===== src/rtl/rrwc_pkg.sv =====
`default_nettype none

package rrwc_pkg;

    localparam int unsigned MUL_W     = 16;
    localparam int unsigned MUL_CNT_W = $clog2(MUL_W) + 1;
    localparam int unsigned DIV_NUM_W = 35;
    localparam int unsigned DIV_DEN_W = 17;
    localparam int unsigned DIV_CNT_W = $clog2(DIV_NUM_W) + 1;

    localparam logic [16:0] MAX_TASKS      = 17'd1024;
    localparam logic [16:0] MIN_CAP_Q8     = 17'd5120;
    localparam logic [16:0] HALF_MIN_CAP   = 17'd2560;
    localparam logic [16:0] MIN_SRV_CAP_Q8 = 17'd25600;
    localparam logic [16:0] MAX_CAP_Q8     = 17'd76800;
    localparam logic [16:0] HALF_MAX_CAP   = 17'd38400;
    localparam logic [16:0] WINDOW_RESET   = 17'd5120;
    localparam logic [16:0] THRESH_RESET   = 17'd32768;
    localparam logic [16:0] GROW_STEP_Q8   = 17'd256;

    localparam logic [12:0] RTO_SERVER_DEF = 13'd1500;
    localparam logic [12:0] RTO_CLIENT_DEF = 13'd2500;
    localparam logic [19:0] RTO_VAR_FLOOR  = 20'd250;
    localparam logic [19:0] RTO_SOFT_CAP   = 20'd5000;
    localparam logic [19:0] RTO_HARD_CAP   = 20'd6000;
    localparam logic [19:0] RTO_FAST_RTT   = 20'd2500;
    localparam logic [19:0] RTO_UDP_HIGH   = 20'd1500;
    localparam logic [19:0] RTO_UDP_LOW    = 20'd500;
    localparam logic [19:0] RTO_TCP_LOW    = 20'd4000;
    localparam logic [15:0] UDP_RTT_KNEE   = 16'd150;
    localparam logic [15:0] VAR_MIN        = 16'd100;
    localparam logic [15:0] SLOW_SAMPLE_MS = 16'd2500;

    localparam logic [16:0] SHRINK_DIVISOR = 17'd5;
    localparam logic [16:0] FLOOR_DIVISOR  = 17'd125;

    localparam logic CFG_SERVER_MODE = 1'b0;
    localparam logic CFG_UDP_LINK    = 1'b1;

    typedef struct packed {
        logic        req_type;
        logic        sample_valid;
        logic [15:0] sample_ms;
        logic        duplicate;
        logic        dupe_rate_active;
        logic [9:0]  count_before;
        logic [9:0]  count_after;
        logic [15:0] recv_per_sec;
        logic        coin;
    } in_t;

    typedef struct packed {
        logic [12:0] timeout_ms;
        logic [16:0] window_q8;
    } out_t;

    typedef struct packed {
        logic                 start;
        logic [DIV_CNT_W-1:0] steps;
    } div_req_t;

endpackage

`default_nettype wire


===== src/rtl/rtt_rto_window_controller.sv =====
// RTT estimator, retransmission timeout and task window controller.
//
// Each request on the input channel reports one task outcome. The block
// updates its round-trip estimates and the task window, and returns one
// result request carrying the retransmission timeout in milliseconds and
// the window in unsigned Q9.8.
//
// The configuration channel is always ready and selects server mode and
// UDP links; it should be written only while no request is in flight.
//
// One request is processed at a time. A failure with no task cleared goes
// straight to the result; otherwise it applies the 0.125 shrink step, or the
// 0.075 step, which needs a serial divide. A success can use a bit-serial 16x16
// multiply, a radix-2 divide for the congestion avoidance step and one for the
// window floor; all three divides share one serial divider. The next request is
// accepted the cycle after the result is loaded into the output register, so a
// stalled receiver holds one result there and a further result waits inside.
// Reset restores a window of 20.0, a threshold of 128.0 and no RTT estimate.
`default_nettype none

module rtt_rto_window_controller (
    input  wire logic           clk,
    input  wire logic           rst_n,
    input  wire logic           in_valid,
    output logic                in_ready,
    input  wire rrwc_pkg::in_t  in_data,
    output logic                out_valid,
    input  wire logic           out_ready,
    output rrwc_pkg::out_t      out_data,
    input  wire logic           cfg_valid,
    output logic                cfg_ready,
    input  wire logic           cfg_index,
    input  wire logic           cfg_data
);
    import rrwc_pkg::*;

    typedef enum logic [4:0] {
        ST_IDLE,
        ST_RTT_UPD,
        ST_SLOW_UPD,
        ST_DUP_UPD,
        ST_DECIDE,
        ST_SHRINK_DEC,
        ST_SHRINK_DIV,
        ST_SHRINK_APPLY,
        ST_MUL_WAIT,
        ST_GROW_CHECK,
        ST_GROW_DIV,
        ST_GROW_FLOOR,
        ST_FLOOR_DIV,
        ST_GROW_CAP,
        ST_TO_BASE,
        ST_TO_FINAL
    } state_t;

    state_t         state_reg;
    in_t            item_reg;
    out_t           out_data_reg;
    logic           out_valid_reg;
    logic           server_mode_reg;
    logic           udp_link_reg;
    logic           srtt_valid_reg;
    logic [15:0]    srtt_reg;
    logic [15:0]    var_reg;
    logic           slow_valid_reg;
    logic [15:0]    slow_reg;
    logic [16:0]    window_reg;
    logic [16:0]    thresh_reg;
    logic [16:0]    dec_reg;
    logic [31:0]    prod_reg;
    logic [17:0]    wgrow_reg;
    logic [18:0]    rto_base_reg;

    logic                   mul_start;
    logic                   mul_done;
    logic [2*MUL_W-1:0]     mul_product;
    div_req_t               div_req;
    logic [DIV_NUM_W-1:0]   div_dividend;
    logic [DIV_DEN_W-1:0]   div_divisor;
    logic                   div_done;
    logic [DIV_NUM_W-1:0]   div_quotient;

    logic [15:0]    t_half;
    logic [15:0]    diff;
    logic [17:0]    var_sum;
    logic [18:0]    srtt_sum;
    logic [15:0]    srtt_first_var_next;
    logic [15:0]    srtt_upd_next;
    logic [15:0]    var_upd_next;
    logic [18:0]    slow_sum;
    logic [16:0]    dup_m;
    logic [16:0]    dup_m_cap;
    logic           rtt_gt_slow;
    logic           slow_sample;
    logic [10:0]    after_plus1;
    logic           shrink_cond;
    logic [9:0]     before_c;
    logic [9:0]     after_c;
    logic [9:0]     d;
    logic [16:0]    d96;
    logic [17:0]    w_signed;
    logic           w_neg;
    logic [16:0]    window_shrink_next;
    logic [16:0]    cap;
    logic [36:0]    prod_x32;
    logic [34:0]    prod_x8;
    logic [23:0]    w125;
    logic [24:0]    wg125;
    logic [18:0]    slow_x5;
    logic           grow_cond;
    logic           grow_by_step;
    logic           floor_cond;
    logic [17:0]    three_r;
    logic [17:0]    v4;
    logic [17:0]    vterm;
    logic [18:0]    rto_base_next;
    logic [19:0]    rto1;
    logic [19:0]    rto2;
    logic [19:0]    lo;
    logic [19:0]    rto3;
    logic [19:0]    rto4;
    logic [12:0]    timeout_next;
    logic           out_free;

    always_comb
    begin
        t_half              = {1'b0, item_reg.sample_ms[15:1]};
        srtt_first_var_next = (t_half > VAR_MIN) ? t_half : VAR_MIN;
        diff                = (srtt_reg > item_reg.sample_ms) ? (srtt_reg - item_reg.sample_ms)
                                                              : (item_reg.sample_ms - srtt_reg);
        var_sum             = {2'b00, var_reg} + {1'b0, var_reg, 1'b0} + {2'b00, diff};
        srtt_sum            = {srtt_reg, 3'b000} - {3'b000, srtt_reg}
                              + {3'b000, item_reg.sample_ms};
        srtt_upd_next       = srtt_sum[18:3];
        var_upd_next        = var_sum[17:2];
        slow_sum            = {slow_reg, 3'b000} - {3'b000, slow_reg} + {3'b000, srtt_reg};

        dup_m               = {1'b0, var_reg} + {3'b000, srtt_reg[15:2]};
        dup_m_cap           = (dup_m > {1'b0, srtt_reg}) ? {1'b0, srtt_reg} : dup_m;

        rtt_gt_slow         = srtt_valid_reg && (!slow_valid_reg || (srtt_reg > slow_reg));
        slow_sample         = !udp_link_reg && item_reg.sample_valid
                              && (item_reg.sample_ms > SLOW_SAMPLE_MS);
        after_plus1         = {1'b0, item_reg.count_after} + 11'd1;
        shrink_cond         = ((after_plus1 < {1'b0, item_reg.count_before}) || slow_sample)
                              && rtt_gt_slow;

        before_c = ({7'd0, item_reg.count_before} > MAX_TASKS) ? MAX_TASKS[9:0]
                                                               : item_reg.count_before;
        after_c  = ({7'd0, item_reg.count_after} > MAX_TASKS) ? MAX_TASKS[9:0]
                                                              : item_reg.count_after;
        d        = before_c - after_c;
        d96      = {1'b0, d, 6'd0} + {2'b00, d, 5'd0};

        w_signed = {1'b0, window_reg} - {1'b0, dec_reg};
        w_neg    = w_signed[17];
        if (server_mode_reg)
        begin
            window_shrink_next = (w_neg || (w_signed[16:0] < MIN_SRV_CAP_Q8)) ? MIN_SRV_CAP_Q8
                                                                              : w_signed[16:0];
        end
        else if (w_neg || (w_signed[16:0] <= HALF_MIN_CAP))
        begin
            window_shrink_next = item_reg.coin ? MIN_CAP_Q8 : HALF_MIN_CAP;
        end
        else
        begin
            window_shrink_next = w_signed[16:0];
        end

        cap          = server_mode_reg ? MAX_CAP_Q8 : HALF_MAX_CAP;
        prod_x32     = {prod_reg, 5'd0};
        prod_x8      = {prod_reg, 3'd0};
        w125         = {window_reg, 7'd0} - {6'd0, window_reg, 1'b0} - {7'd0, window_reg};
        wg125        = {wgrow_reg, 7'd0} - {6'd0, wgrow_reg, 1'b0} - {7'd0, wgrow_reg};
        slow_x5      = {1'b0, slow_reg, 2'b00} + {3'b000, slow_reg};
        grow_cond    = ({13'd0, w125} < prod_x32) && ({3'b000, srtt_reg} < {2'b00, slow_x5[18:2]});
        grow_by_step = (window_reg < thresh_reg) || (window_reg == '0);
        floor_cond   = ({10'd0, wg125} < prod_x8);

        three_r       = {1'b0, srtt_reg, 1'b0} + {2'b00, srtt_reg};
        v4            = {var_reg, 2'b00};
        vterm         = (v4 > RTO_VAR_FLOOR[17:0]) ? v4 : RTO_VAR_FLOOR[17:0];
        rto_base_next = {2'b00, three_r[17:1]} + {1'b0, vterm};

        rto1 = {1'b0, rto_base_reg};
        if (rto1 > RTO_SOFT_CAP)
        begin
            if ({4'd0, srtt_reg} < RTO_FAST_RTT)
            begin
                rto1 = RTO_SOFT_CAP;
            end
            else if (rto1 > RTO_HARD_CAP)
            begin
                rto1 = RTO_HARD_CAP;
            end
        end
        rto2 = rto1;
        if (item_reg.dupe_rate_active)
        begin
            rto2 = rto1 + ((srtt_reg > var_reg) ? {4'd0, srtt_reg} : {4'd0, var_reg});
        end
        lo   = udp_link_reg ? ((srtt_reg > UDP_RTT_KNEE) ? RTO_UDP_HIGH : RTO_UDP_LOW)
                            : RTO_TCP_LOW;
        rto3 = (rto2 < lo) ? lo : rto2;
        rto4 = (rto3 > RTO_HARD_CAP) ? RTO_HARD_CAP : rto3;
        if (srtt_valid_reg)
        begin
            timeout_next = rto4[12:0];
        end
        else
        begin
            timeout_next = server_mode_reg ? RTO_SERVER_DEF : RTO_CLIENT_DEF;
        end

        out_free = !out_valid_reg || out_ready;
    end

    always_comb
    begin
        mul_start     = (state_reg == ST_DECIDE) && !shrink_cond
                        && srtt_valid_reg && slow_valid_reg;
        div_req.start = 1'b0;
        div_req.steps = DIV_CNT_W'(DIV_NUM_W);
        div_dividend  = prod_x8;
        div_divisor   = FLOOR_DIVISOR;
        case (state_reg)
            ST_SHRINK_DEC:
            begin
                div_req.start = (after_c < before_c) && !rtt_gt_slow;
                div_req.steps = DIV_CNT_W'(17);
                div_dividend  = {d96, 18'd0};
                div_divisor   = SHRINK_DIVISOR;
            end
            ST_GROW_CHECK:
            begin
                div_req.start = grow_cond && !grow_by_step;
                div_req.steps = DIV_CNT_W'(17);
                div_dividend  = {17'd65536, 18'd0};
                div_divisor   = window_reg;
            end
            ST_GROW_FLOOR:
            begin
                div_req.start = floor_cond;
            end
            default:
            begin
                div_req.start = 1'b0;
            end
        endcase
    end

    rrwc_mul u_mul (
        .clk     (clk),
        .rst_n   (rst_n),
        .start   (mul_start),
        .a       (item_reg.recv_per_sec),
        .b       (srtt_reg),
        .done    (mul_done),
        .product (mul_product)
    );

    rrwc_div u_div (
        .clk      (clk),
        .rst_n    (rst_n),
        .req      (div_req),
        .dividend (div_dividend),
        .divisor  (div_divisor),
        .done     (div_done),
        .quotient (div_quotient)
    );

    always_ff @(posedge clk or negedge rst_n)
    begin
        if (!rst_n)
        begin
            state_reg       <= ST_IDLE;
            item_reg        <= '0;
            out_data_reg    <= '0;
            out_valid_reg   <= 1'b0;
            server_mode_reg <= 1'b0;
            udp_link_reg    <= 1'b0;
            srtt_valid_reg  <= 1'b0;
            srtt_reg        <= '0;
            var_reg         <= '0;
            slow_valid_reg  <= 1'b0;
            slow_reg        <= '0;
            window_reg      <= WINDOW_RESET;
            thresh_reg      <= THRESH_RESET;
            dec_reg         <= '0;
            prod_reg        <= '0;
            wgrow_reg       <= '0;
            rto_base_reg    <= '0;
        end
        else
        begin
            if (cfg_valid)
            begin
                case (cfg_index)
                    CFG_SERVER_MODE: server_mode_reg <= cfg_data;
                    CFG_UDP_LINK:    udp_link_reg    <= cfg_data;
                    default:         server_mode_reg <= server_mode_reg;
                endcase
            end

            if (out_valid_reg && out_ready && (state_reg != ST_TO_FINAL))
            begin
                out_valid_reg <= 1'b0;
            end

            case (state_reg)
                ST_IDLE:
                begin
                    if (in_valid)
                    begin
                        item_reg  <= in_data;
                        state_reg <= ST_RTT_UPD;
                    end
                end
                ST_RTT_UPD:
                begin
                    if (item_reg.req_type)
                    begin
                        state_reg <= ST_SHRINK_DEC;
                    end
                    else
                    begin
                        if (item_reg.sample_valid)
                        begin
                            srtt_valid_reg <= 1'b1;
                            if (!srtt_valid_reg)
                            begin
                                srtt_reg <= item_reg.sample_ms;
                                var_reg  <= srtt_first_var_next;
                            end
                            else
                            begin
                                srtt_reg <= srtt_upd_next;
                                var_reg  <= var_upd_next;
                            end
                        end
                        state_reg <= ST_SLOW_UPD;
                    end
                end
                ST_SLOW_UPD:
                begin
                    if (item_reg.sample_valid)
                    begin
                        slow_valid_reg <= 1'b1;
                        slow_reg       <= slow_valid_reg ? slow_sum[18:3] : srtt_reg;
                    end
                    state_reg <= ST_DUP_UPD;
                end
                ST_DUP_UPD:
                begin
                    if (item_reg.duplicate && srtt_valid_reg && (srtt_reg != '0)
                        && (dup_m_cap > {1'b0, var_reg}))
                    begin
                        var_reg <= dup_m_cap[15:0];
                    end
                    state_reg <= ST_DECIDE;
                end
                ST_DECIDE:
                begin
                    if (shrink_cond)
                    begin
                        state_reg <= ST_SHRINK_DEC;
                    end
                    else if (srtt_valid_reg && slow_valid_reg)
                    begin
                        state_reg <= ST_MUL_WAIT;
                    end
                    else
                    begin
                        state_reg <= ST_TO_BASE;
                    end
                end
                ST_SHRINK_DEC:
                begin
                    if (after_c >= before_c)
                    begin
                        state_reg <= ST_TO_BASE;
                    end
                    else if (rtt_gt_slow)
                    begin
                        dec_reg   <= {2'b00, d, 5'd0};
                        state_reg <= ST_SHRINK_APPLY;
                    end
                    else
                    begin
                        state_reg <= ST_SHRINK_DIV;
                    end
                end
                ST_SHRINK_DIV:
                begin
                    if (div_done)
                    begin
                        dec_reg   <= div_quotient[16:0];
                        state_reg <= ST_SHRINK_APPLY;
                    end
                end
                ST_SHRINK_APPLY:
                begin
                    if (w_neg || (w_signed[16:0] < MIN_CAP_Q8))
                    begin
                        thresh_reg <= w_neg ? '0 : w_signed[16:0];
                    end
                    window_reg <= window_shrink_next;
                    state_reg  <= ST_TO_BASE;
                end
                ST_MUL_WAIT:
                begin
                    if (mul_done)
                    begin
                        prod_reg  <= mul_product;
                        state_reg <= ST_GROW_CHECK;
                    end
                end
                ST_GROW_CHECK:
                begin
                    if (!grow_cond)
                    begin
                        state_reg <= ST_TO_BASE;
                    end
                    else if (grow_by_step)
                    begin
                        wgrow_reg <= {1'b0, window_reg} + {1'b0, GROW_STEP_Q8};
                        state_reg <= ST_GROW_FLOOR;
                    end
                    else
                    begin
                        state_reg <= ST_GROW_DIV;
                    end
                end
                ST_GROW_DIV:
                begin
                    if (div_done)
                    begin
                        wgrow_reg <= {1'b0, window_reg} + div_quotient[17:0];
                        state_reg <= ST_GROW_FLOOR;
                    end
                end
                ST_GROW_FLOOR:
                begin
                    state_reg <= floor_cond ? ST_FLOOR_DIV : ST_GROW_CAP;
                end
                ST_FLOOR_DIV:
                begin
                    if (div_done)
                    begin
                        wgrow_reg <= ({18'd0, cap} < div_quotient) ? {1'b0, cap}
                                                                   : div_quotient[17:0];
                        state_reg <= ST_GROW_CAP;
                    end
                end
                ST_GROW_CAP:
                begin
                    window_reg <= (wgrow_reg > {1'b0, cap}) ? cap : wgrow_reg[16:0];
                    state_reg  <= ST_TO_BASE;
                end
                ST_TO_BASE:
                begin
                    rto_base_reg <= rto_base_next;
                    state_reg    <= ST_TO_FINAL;
                end
                ST_TO_FINAL:
                begin
                    if (out_free)
                    begin
                        out_data_reg.timeout_ms <= timeout_next;
                        out_data_reg.window_q8  <= window_reg;
                        out_valid_reg           <= 1'b1;
                        state_reg               <= ST_IDLE;
                    end
                end
                default:
                begin
                    state_reg <= ST_IDLE;
                end
            endcase
        end
    end

    assign in_ready  = (state_reg == ST_IDLE);
    assign cfg_ready = 1'b1;
    assign out_valid = out_valid_reg;
    assign out_data  = out_data_reg;

    a_accept_blocks: assert property (@(posedge clk) disable iff (!rst_n)
        in_valid && in_ready |=> !in_ready)
        else $error("input accepted while a request is still being processed");

    a_window_cap: assert property (@(posedge clk) disable iff (!rst_n)
        window_reg <= MAX_CAP_Q8)
        else $error("window above its absolute cap");

    a_slow_follows: assert property (@(posedge clk) disable iff (!rst_n)
        (state_reg == ST_IDLE) && srtt_valid_reg |-> slow_valid_reg)
        else $error("smoothed RTT valid without a slow RTT average");

    a_div_owner: assert property (@(posedge clk) disable iff (!rst_n)
        div_done |-> (state_reg == ST_SHRINK_DIV) || (state_reg == ST_GROW_DIV)
                     || (state_reg == ST_FLOOR_DIV))
        else $error("divider finished outside a divide wait state");

    a_timeout_cap: assert property (@(posedge clk) disable iff (!rst_n)
        out_valid_reg |-> out_data_reg.timeout_ms <= RTO_HARD_CAP[12:0])
        else $error("timeout above its cap");

endmodule

`default_nettype wire


===== src/rtl/rrwc_mul.sv =====
`default_nettype none

module rrwc_mul (
    input  wire logic                          clk,
    input  wire logic                          rst_n,
    input  wire logic                          start,
    input  wire logic [rrwc_pkg::MUL_W-1:0]    a,
    input  wire logic [rrwc_pkg::MUL_W-1:0]    b,
    output logic                               done,
    output logic [2*rrwc_pkg::MUL_W-1:0]       product
);
    import rrwc_pkg::*;

    logic                   busy_reg;
    logic                   done_reg;
    logic [MUL_CNT_W-1:0]   cnt_reg;
    logic [2*MUL_W-1:0]     mcand_reg;
    logic [MUL_W-1:0]       mplier_reg;
    logic [2*MUL_W-1:0]     acc_reg;
    logic [2*MUL_W-1:0]     acc_next;

    always_comb
    begin
        acc_next = acc_reg;
        if (mplier_reg[0])
        begin
            acc_next = acc_reg + mcand_reg;
        end
    end

    always_ff @(posedge clk or negedge rst_n)
    begin
        if (!rst_n)
        begin
            busy_reg <= 1'b0;
            done_reg <= 1'b0;
            cnt_reg  <= '0;
        end
        else
        begin
            done_reg <= !start && busy_reg && (cnt_reg == MUL_CNT_W'(1));
            if (start)
            begin
                busy_reg <= 1'b1;
                cnt_reg  <= MUL_CNT_W'(MUL_W);
            end
            else if (busy_reg)
            begin
                cnt_reg <= cnt_reg - 1'b1;
                if (cnt_reg == MUL_CNT_W'(1))
                begin
                    busy_reg <= 1'b0;
                end
            end
        end
    end

    always_ff @(posedge clk)
    begin
        if (start)
        begin
            mcand_reg  <= {{MUL_W{1'b0}}, a};
            mplier_reg <= b;
            acc_reg    <= '0;
        end
        else if (busy_reg)
        begin
            acc_reg    <= acc_next;
            mcand_reg  <= {mcand_reg[2*MUL_W-2:0], 1'b0};
            mplier_reg <= {1'b0, mplier_reg[MUL_W-1:1]};
        end
    end

    assign done    = done_reg;
    assign product = acc_reg;

endmodule

`default_nettype wire


===== src/rtl/rrwc_div.sv =====
`default_nettype none

module rrwc_div (
    input  wire logic                              clk,
    input  wire logic                              rst_n,
    input  wire rrwc_pkg::div_req_t                req,
    input  wire logic [rrwc_pkg::DIV_NUM_W-1:0]    dividend,
    input  wire logic [rrwc_pkg::DIV_DEN_W-1:0]    divisor,
    output logic                                   done,
    output logic [rrwc_pkg::DIV_NUM_W-1:0]         quotient
);
    import rrwc_pkg::*;

    logic                   busy_reg;
    logic                   done_reg;
    logic [DIV_CNT_W-1:0]   cnt_reg;
    logic [DIV_DEN_W-1:0]   rem_reg;
    logic [DIV_DEN_W-1:0]   den_reg;
    logic [DIV_NUM_W-1:0]   quo_reg;
    logic [DIV_DEN_W:0]     trial;
    logic [DIV_DEN_W:0]     trial_diff;
    logic                   fits;
    logic [DIV_DEN_W-1:0]   rem_next;

    // The dividend arrives aligned so that its top bit is the first one shifted in.
    always_comb
    begin
        trial      = {rem_reg, quo_reg[DIV_NUM_W-1]};
        trial_diff = trial - {1'b0, den_reg};
        fits       = (trial >= {1'b0, den_reg});
        rem_next   = fits ? trial_diff[DIV_DEN_W-1:0] : trial[DIV_DEN_W-1:0];
    end

    always_ff @(posedge clk or negedge rst_n)
    begin
        if (!rst_n)
        begin
            busy_reg <= 1'b0;
            done_reg <= 1'b0;
            cnt_reg  <= '0;
        end
        else
        begin
            done_reg <= !req.start && busy_reg && (cnt_reg == DIV_CNT_W'(1));
            if (req.start)
            begin
                busy_reg <= 1'b1;
                cnt_reg  <= req.steps;
            end
            else if (busy_reg)
            begin
                cnt_reg <= cnt_reg - 1'b1;
                if (cnt_reg == DIV_CNT_W'(1))
                begin
                    busy_reg <= 1'b0;
                end
            end
        end
    end

    always_ff @(posedge clk)
    begin
        if (req.start)
        begin
            quo_reg <= dividend;
            rem_reg <= '0;
            den_reg <= divisor;
        end
        else if (busy_reg)
        begin
            quo_reg <= {quo_reg[DIV_NUM_W-2:0], fits};
            rem_reg <= rem_next;
        end
    end

    assign done     = done_reg;
    assign quotient = quo_reg;

endmodule

`default_nettype wire


===== config.mk =====
export PLATFORM = sky130hd
export DESIGN_NAME = rtt_rto_window_controller
export DESIGN_NICKNAME = d
export VERILOG_FILES = /design/src/rtl/rrwc_pkg.sv /design/src/rtl/rtt_rto_window_controller.sv /design/src/rtl/rrwc_mul.sv /design/src/rtl/rrwc_div.sv
export SDC_FILE = /design/constraint.sdc
export NUM_CORES = 2
export LEC_CHECK = 0
export BUFFER_PORTS_ARGS = -buffer_cell sky130_fd_sc_hd__buf_2
export CORE_ASPECT_RATIO = 1.25
export CORE_MARGIN = 2
export CORE_UTILIZATION = 50
export CTS_CLUSTER_DIAMETER = 150
export DETAILED_ROUTE_END_ITERATION = 7
export MAX_ROUTING_LAYER = met4
export PLACE_DENSITY = 0.66
export SLEW_MARGIN = 40
export SYNTH_ARGS = -nofsm -noshare
export SYNTH_HDL_FRONTEND = slang
export SYNTH_SLANG_ARGS = --single-unit
export TNS_END_PERCENT = 5

===== constraint.sdc =====
create_clock -name clk -period 20.2 [get_ports clk]
set_input_delay 4.04 -clock clk [delete_from_list [all_inputs] [get_ports clk]]
set_output_delay 4.04 -clock clk [all_outputs]
set_load 0.01 [all_outputs]

==> results.toml <==
[status]
outcome = "finished with violations"
violations = "DRC"

[global_routing]
grt_pass1_vias = 30993
antenna_found_initial = 0
grt_pass1_wl_um = 174000
grt_start_max_net_pins = 70
grt_use_total_pct = 28.9
overflow = 0

[layout]
syn2layout_area_growth_pct = 9.12
final_cell_mix = "523 x ha_1, 385 x inv_1, 317 x nor2_1, 313 x nand2_1, 291 x a21oi_1"
utilization_pct = 54.9
final_common_cell = "ha_1"
final_cell_area_mm2 = 0.0416
final_nets = 4995
final_layout_size_suffix_gt1_share_pct = 10.3
largest_register_ffs = 37

[logic_synthesis]
async_flop_share_pct = 65.3
avgSynthCellArea_um2 = 8.97
synth_area_mm2 = 0.0382
synth_top_area_share_pct = 18.2
synth_area_leaders = "dfrtp_1 18%, ha_1 17%, edfxtp_1 6.6%, mux2_2 4.5%, fa_1 4.0%"
ys_ff_latch = 429
yosysWarnings = 0
yosysSeqAreaShare_pct = 28.4
synth-main-ff-cell = "dfrtp_1"
synth_top_area_cell = "dfrtp_1"
synth-edff-count = 84
syn_inst = 4255
yosysUniqueCellTypes = 93

[placement]
place_area_mm2 = 0.0399
gp_congestion = 0.966
io_buffer_count = 95
hpwl_um = 85900

[detailed_routing]
drc = 1
vias_per_cell = 5.93
wire_per_inst_um = 20.6
vias = 31705
drt-total-wl_um = 110000
dr.pass1.iters = 8
drtIter0Drc = 1961
final_antenna_net_count = 0

[flow_run]
drv_cap = 0

[power_and_ir_drop]
peakVddDrop_mv = 0.0728
pwr_density_cell_mw_per_mm2 = 45.3
power.total_mw = 1.89
leakage_nw = 19.3

[setup_path]
worst-setup-path-type = "register to register"
slowest_delay_ns = 0.73
crit_top_cell = "o21ai_0"
cp-end-kind = "register"
rrSetupSlack_ns = 12.29
r2r-end = "u_div.quotient[16]"
r2r_start = "window_reg[1]"
start_kind = "register"
cp_slowest_cell = "a31o_2"
path_max_fanout = 33
worstRegToRegCells = 25
crit_arrival_ns = 8.23
required_ns = 20.52

[timing]
fin_crit_ns = 7.91
setup_viol = 0
clock.fmax_ghz = 0.126
max_slew.worst_pin.slew_ns = 0.885
rsz0062_at_grt = "no"
finalHoldViolations = 0
finalCritPeriodShare_pct = 39.1
skew_ns = 0.0558
maxSlewHeadroom_pct = 40.8
finalMaxSlewViolations = 0
holdWs_ns = 0.456
fin_tns_setup_ns = 0

[clocking]
post_cts_buffers = 0
htree_num_levels = 2
worst_setup_hold_path_clk_slew_ns = 0.06
cts_resized = 0
cts_root_buffer = "clkbuf_16"
cts.path.max_buffers = 3
cts_tree = "done"
clock_latency_ns = 0.65
holdBufCountCts = 0
cts_buffers = 49
cts_sinks = 429

[die]
rows = 113
die_y_um = 313
io_pins = 97
dieArea_mm2 = 0.0785
start_util_pct = 50.3
fp.coreArea_mm2 = 0.0758
die_x_um = 251

[min_path]
whs_path_depth = 2
min_to = "u_div.rem_reg[16]"
hp-class = "register to register"
holdCritStartpoint = "u_div.rem_reg[16]"
-- critical path, delay by kind of cell (launching register included) --
family / cells / cell delay [ns]
AND/OR/NAND/NOR: 4 / 1.12
buffers and inverters: 2 / 0.63
adder cells (fa/ha/maj): 3 / 0.88
flip-flops: 1 / 0.63
XOR/XNOR: 1 / 0.13
AO/OA/AOI/OAI: 15 / 4.19
-- cell families after synthesis --
kind of cell	Yosys count	share of synthesized area, %
adder cells (fa/ha/maj)	600	21.2
AND/OR/NAND/NOR	1111	13.7
other	2	0.0197
multiplexers	255	7.20
XOR/XNOR	247	5.67
buffers and inverters	511	5.07
flip-flops	429	28.4
AO/OA/AOI/OAI	1100	18.7
-- area by class of cell --
| type | instances | area (um2) |
|---|---|---|
| Fill cell | 7085 | 34200 |
| Multi-Input combinational cell | 3317 | 25500 |
| Sequential cell | 429 | 10800 |
| Inverter | 386 | 1450 |
| Clock buffer | 60 | 1300 |
| Tap cell | 977 | 1220 |
| Timing Repair Buffer | 148 | 911 |
| Clock inverter | 31 | 443 |
| Antenna cell | 1 | 2.50 |
-- cell usage after synthesis, types with 9 or more instances --
cell type	instances
a31oi_1	28
nor2_1	321
clkbuf_1	112
a2111oi_0	12
a21o_1	120
or2_2	23
and2_1	28
fa_1	77
o21ai_0	236
nand2_1	314
o31a_1	10
a21boi_0	12
mux2_2	151
nor3_1	91
a211oi_1	57
nand3_1	81
a311oi_1	10
nand4_1	42
nand2b_1	57
edfxtp_1	84
nor2b_1	44
xnor2_1	159
xor2_1	88
o21a_1	54
o21bai_1	32
a31o_2	10
or3_1	22
dfxtp_1	65
a22oi_1	14
and3_1	17
ha_1	523
o31ai_1	43
inv_1	385
a41oi_1	9
a21oi_1	294
mux2i_1	102
a222oi_1	9
o22ai_1	35
dfrtp_1	277
o211ai_1	19
nor4_1	33
-- power by group --
group | switching [mW] | leakage (nW) | total, mW | internal, mW
Clock | 0.404 | 0.832 | 0.971 | 0.567
Sequential | 0.000891 | 4.95 | 0.879 | 0.878
Combinational | 0.0250 | 13.6 | 0.0367 | 0.0117
-- how the worst max path moves through the flow --
stage	start	end	slack (ns)
final	window_reg[1]	u_div.quotient[16]	12.29
after global routing	window_reg[1]	u_div.quotient[16]	11.68
after CTS	window_reg[1]	u_div.quotient[16]	12.31
after detailed placement	window_reg[1]	u_div.quotient[22]	12.32
after global placement	window_reg[1]	u_div.quotient[19]	11.91
after floorplan	wgrow_reg[7]	u_div.quotient[0]	13.52
-- routing by layer --
metal  track usage (%)  wire, um  vias to the layer above
met3              3.46      5410                      244
met2              47.3     52300                      858
met4              11.8      4860                        0
li1                  -         -                    15399
met1              36.3     47700                    15204
met5                 -         0                        -
-- metrics by stage --
stage          cells  setup WS [ns]
5_1_grt         5348          11.68
4_1_cts         5348          12.31
3_3_place_gp    5256          11.91
6_report        5349          12.29
2_1_floorplan   4257          13.52
3_5_place_dp    5257          12.32
Power figures use the tool's default switching activity.
